$ cat src/rtl/core/chunk_frustum_cull_macros.svh
// Assertion macros shared by the chunk frustum cull RTL.
`ifndef CHUNK_FRUSTUM_CULL_MACROS_SVH
`define CHUNK_FRUSTUM_CULL_MACROS_SVH

// Same-cycle implication, disabled while reset is held
`define CFC_ASSERT_IMPL(lbl, clk, rstn, ante, cons) \
    lbl: assert property (@(posedge clk) disable iff (!rstn) (ante) |-> (cons)) \
        else $error("%m: check failed");

// Next-cycle implication, active during reset as well
`define CFC_ASSERT_NEXT(lbl, clk, ante, cons) \
    lbl: assert property (@(posedge clk) (ante) |=> (cons)) \
        else $error("%m: check failed");

`endif

$ cat src/rtl/core/cfc_pkg.sv
// Shared types and constants for the chunk frustum cull block.
package cfc_pkg;

    localparam int CFC_EDGE_DEF = 32;
    localparam int NUM_PLANES   = 6;
    localparam int ORTHO_PLANES = 4;
    localparam int BOX_PAD      = 1;

    // Coefficient and coordinate widths
    localparam int COEF_W = 16;
    localparam int XW     = 26;            // covers index * 256 + 256
    localparam int YW     = 8;
    localparam int PW     = COEF_W + XW;   // one product term
    localparam int SW     = PW + 2;        // sum of four terms

    localparam int CFG_IDX_W  = 3;
    localparam int CFG_DATA_W = 64;

    typedef logic [CFG_IDX_W-1:0] t_cfg_idx;
    localparam t_cfg_idx CFG_ORTHO = 3'd6;

    // Plane register layout: a in 15:0 up to d in 63:48
    typedef struct packed {
        logic signed [COEF_W-1:0] d;
        logic signed [COEF_W-1:0] c;
        logic signed [COEF_W-1:0] b;
        logic signed [COEF_W-1:0] a;
    } t_plane;

    // Corner coordinates of one request, with its valid bit
    typedef struct packed {
        logic                 valid;
        logic                 ortho;
        logic signed [XW-1:0] x0;
        logic signed [XW-1:0] x1;
        logic signed [XW-1:0] z0;
        logic signed [XW-1:0] z1;
        logic [YW-1:0]        y0;
        logic [YW-1:0]        y1;
    } t_corner;

endpackage

$ cat src/rtl/core/cfc_corner.sv
// Corner stage: builds padded box extents of one chunk column request.
module cfc_corner #(
    parameter int CHUNK_EDGE = cfc_pkg::CFC_EDGE_DEF
) (
    input  logic                  i_clk,
    input  logic                  i_rst_n,
    input  logic                  i_accept,
    input  logic                  i_ortho,
    input  logic signed [15:0]    i_chunk_x,
    input  logic signed [15:0]    i_chunk_z,
    input  logic [cfc_pkg::YW-1:0] i_bottom_y,
    input  logic [cfc_pkg::YW-1:0] i_top_y,
    output cfc_pkg::t_corner      o_corner
);
    import cfc_pkg::*;

    localparam logic signed [XW-1:0] EDGE_S = XW'(CHUNK_EDGE);
    localparam logic signed [XW-1:0] PAD_S  = XW'(BOX_PAD);

    logic signed [XW-1:0] w_cx;
    logic signed [XW-1:0] w_cz;
    logic signed [XW-1:0] w_bx;
    logic signed [XW-1:0] w_bz;
    t_corner              r_corner;
    t_corner              n_corner;

    // Base corner is index * edge; pad one unit on each side
    always_comb begin
        w_cx = XW'(i_chunk_x);
        w_cz = XW'(i_chunk_z);
        w_bx = w_cx * EDGE_S;
        w_bz = w_cz * EDGE_S;
        n_corner.valid = i_accept;
        n_corner.ortho = i_ortho;
        n_corner.x0    = w_bx - PAD_S;
        n_corner.x1    = w_bx + EDGE_S;
        n_corner.z0    = w_bz - PAD_S;
        n_corner.z1    = w_bz + EDGE_S;
        n_corner.y0    = i_bottom_y;
        n_corner.y1    = i_top_y;
    end

    // Valid bit is reset, payload is not
    always_ff @(posedge i_clk) begin
        if (!i_rst_n) begin
            r_corner.valid <= 1'b0;
        end else begin
            r_corner.valid <= n_corner.valid;
        end
        r_corner.ortho <= n_corner.ortho;
        r_corner.x0    <= n_corner.x0;
        r_corner.x1    <= n_corner.x1;
        r_corner.z0    <= n_corner.z0;
        r_corner.z1    <= n_corner.z1;
        r_corner.y0    <= n_corner.y0;
        r_corner.y1    <= n_corner.y1;
    end

    assign o_corner = r_corner;

endmodule

$ cat config.mk
export PLATFORM = sky130hd
export DESIGN_NAME = cfc_corner
export DESIGN_NICKNAME = d
export VERILOG_FILES = /design/src/rtl/core/chunk_frustum_cull_macros.svh /design/src/rtl/core/cfc_pkg.sv /design/src/rtl/core/cfc_corner.sv
export SDC_FILE = /design/constraint.sdc
export NUM_CORES = 1
export LEC_CHECK = 0
export BUFFER_PORTS_ARGS = -buffer_cell sky130_fd_sc_hd__buf_2
export CAP_MARGIN = 20
export CORE_UTILIZATION = 44
export CTS_CLUSTER_DIAMETER = 40
export DETAILED_ROUTE_END_ITERATION = 7
export GPL_ROUTABILITY_DRIVEN = 1
export PLACE_DENSITY = 0.86
export SLEW_MARGIN = 10
export SYNTH_ARGS = -nofsm -noshare
export SYNTH_HDL_FRONTEND = slang
export SYNTH_SLANG_ARGS = --single-unit
$ cat constraint.sdc
create_clock -name i_clk -period 2.5 [get_ports i_clk]
set_input_delay 0.125 -clock i_clk [delete_from_list [all_inputs] [get_ports i_clk]]
set_output_delay 0.125 -clock i_clk [all_outputs]
set_load 0.01 [all_outputs]
==> results.md <==
* Status: finished, final reports clean
* Post-synth ARST share at 0
* Vias in the first global route at 2227
* Max FFs per register at 84
* Max FO, Critical Path at 6
* Post-synth EDFFs at 0
* # DRC at 0
* Final setup viols at 0
* TritonCTS clock tree: built
* Rel. slew slack at 0.520
* Crit-path slowest cell: dlygate4sd3_1
* Slowest stage delay, CP at between 500 and 600 ps
* Clk buf depth at 2
* Via density at 4.51
* Post-layout min period at between 2000 and 2500 ps
* Pleak at roughly 0.0020 uW
* RSZ-0062 raised after global routing: false
* Final cycle utilization of the critical path at 0.815
* GRT Util Overall at 0.188
* Area grow syn2layout at 32.9%
* Die ar. at 0.00737 mm^2
* # diodes at 0
* Share of cells above drive strength 1 at 0.371
* Initial drt markers at 94
* Int Power at 2060 uW
* F_max at 491 MHz
* Core Footprint at 0.00679 mm^2
* Critical path launch point type: input port
* Max cap viols at 0
* CP arrival at about 2300 ps
* Switching share of power at 0.260
* Most frequent CP cell: or3_1
* Hold WC Path Type: in -> reg
* Num ports at between 150 and 200
* CTS root buf: clkbuf_8
* # clock sinks at 84
* Routed wire per std cell at roughly 13 um
* Post-synthesis cell count at 302
* Initial antenna violation count at 0
* YS warnings at 0
* Post-CTS sizing at 0
* Sw power at 722 uW
* Final-report hold violation count at 0
* Via count at 2496
* Seq/Total Area, Yosys at 0.543
* Post-CTS setup buffers at 0
* Req. time, crit path at 2760 ps
* Combinational share of power at 0.128
* Most common cell after layout, fill and taps aside: buf_2
* Routability cong. at 0.835
* Synthesized area per cell at a little over 10 um^2
* Seq pwr share at 0.521
* Crit Path Class: in -> reg
* Overflow left after global routing at 0
* Die height at 85.9 um
* Num CTS Buffers at 9
* DP Wirelength at 5050 um
* Most frequent cells in the layout: buf_2 (153), dfxtp_1 (84), xor2_1 (30)
* Cell Area, Synth at 0.00310 mm^2
* H-Tree Depth at 3
* Post-route ant nets at 0
* Final net count at 509
* Top_reg_cell synth: dfxtp_1
* Number of detailed-route iterations in the first pass at 4
* Setup tns final at 0 ps
* Starting density of the core at 0.456
* Total Power at roughly 2800 uW
* Pwr Density at 675 mW/mm^2
* Clk slew on worst S/H paths at 80 ps
* Total Routed Length at 7040 um
* Share of total power in the clock network at 0.351
* Final Max Tran Viols at 0
* CP Capture Type: register
* # hold bufs at CTS at 21
* Synth cell types at 28
* Row cnt at 30
* Die width at 85.9 um
* #FFs+latches synth at 84
* Port bufs at 153
* Worst vdd ir at a little under 0.3 mV
* Largest net degree at the start of global routing at 17
* First-pass GRT wire length at 10500 um
* Worst-margin pin slew at 714 ps
* CP cell instances: dlygate4sd3_1 > buf_2 > or3_1 > or3_1 > nor4_1 > xor2_1
* Number of fill cells at 549
==> routing by layer <==
metal | global-route usage | wire [um]
met4 | 0.0939 | 100
met3 | 0.0472 | 460
met1 | 0.192 | 2670
met5 | 0 | 0
met2 | 0.352 | 3800
==> power by group through the flow <==
stage	Sequential, uW	Combinational, uW	Clock, uW
2_1_floorplan	1520	158	0
3_3_place_gp	1470	321	0
3_5_place_dp	1480	328	0
4_1_cts	1450	355	1000
5_1_grt	1450	386	1050
6_report	1450	356	976
==> metrics by stage <==
step                      std cells  setup slack [ps]  cell area [um^2]  hold slack [ps]   util
after global placement          517               632              3700              227  0.544
after global routing            554               454              4110             28.5  0.605
after floorplan                 320               683              3160              153      -
final                           554               464              4110             25.3  0.605
after CTS                       554               528              4110             9.07  0.605
after detailed placement        517               588              3700              229  0.544
==> cells in the mapped netlist (6+ instances only) <==
cell	instances	share of area
and3_1	7	0.014
buf_4	40	0.097
clkbuf_1	11	0.013
dfxtp_1	84	0.54
inv_1	10	0.012
nand2_1	16	0.019
nand3_1	18	0.029
nor2_1	20	0.024
nor3_1	8	0.013
or3_1	6	0.012
xnor2_1	23	0.065
xor2_1	30	0.085
==> path summary, 6_finish.rpt <==
check / slack [ps] / start / cells after the start / to
max: 460 / i_chunk_x[5] / 6 / o_corner[113]
min: 30 / i_chunk_z[0] / 2 / o_corner[47]
==> layout make-up <==
| type | count | area [um^2] | area share |
|---|---|---|---|
| clock inverter | 7 | 82.6 | 0.0201 |
| sequential | 84 | 1680 | 0.409 |
| tap | 96 | 120 | 0.0292 |
| inverter | 10 | 37.5 | 0.00913 |
| multi-input combinational | 174 | 1090 | 0.265 |
| clock buffer | 9 | 124 | 0.0301 |
| timing repair buffer | 174 | 976 | 0.237 |
==> kinds of logic after synthesis <==
group / Yosys count / synth area share
AO/OA/AOI/OAI: 6 / 0.0125
AND/OR/NAND/NOR: 91 / 0.150
other: 2 / 0.00243
buffers and inverters: 62 / 0.126
flip-flops: 84 / 0.543
XOR/XNOR: 53 / 0.150
adder cells (fa/ha/maj): 4 / 0.0162
==> worst max-delay path: cells and delay by family <==
kind / cells / cell delay (ps)
xor gates and xnor gates: 1 / 210
buffers and inverters: 2 / 720
and+or+nand+nor: 3 / 1240
No activity file was read; power rests on OpenSTA's default activity.
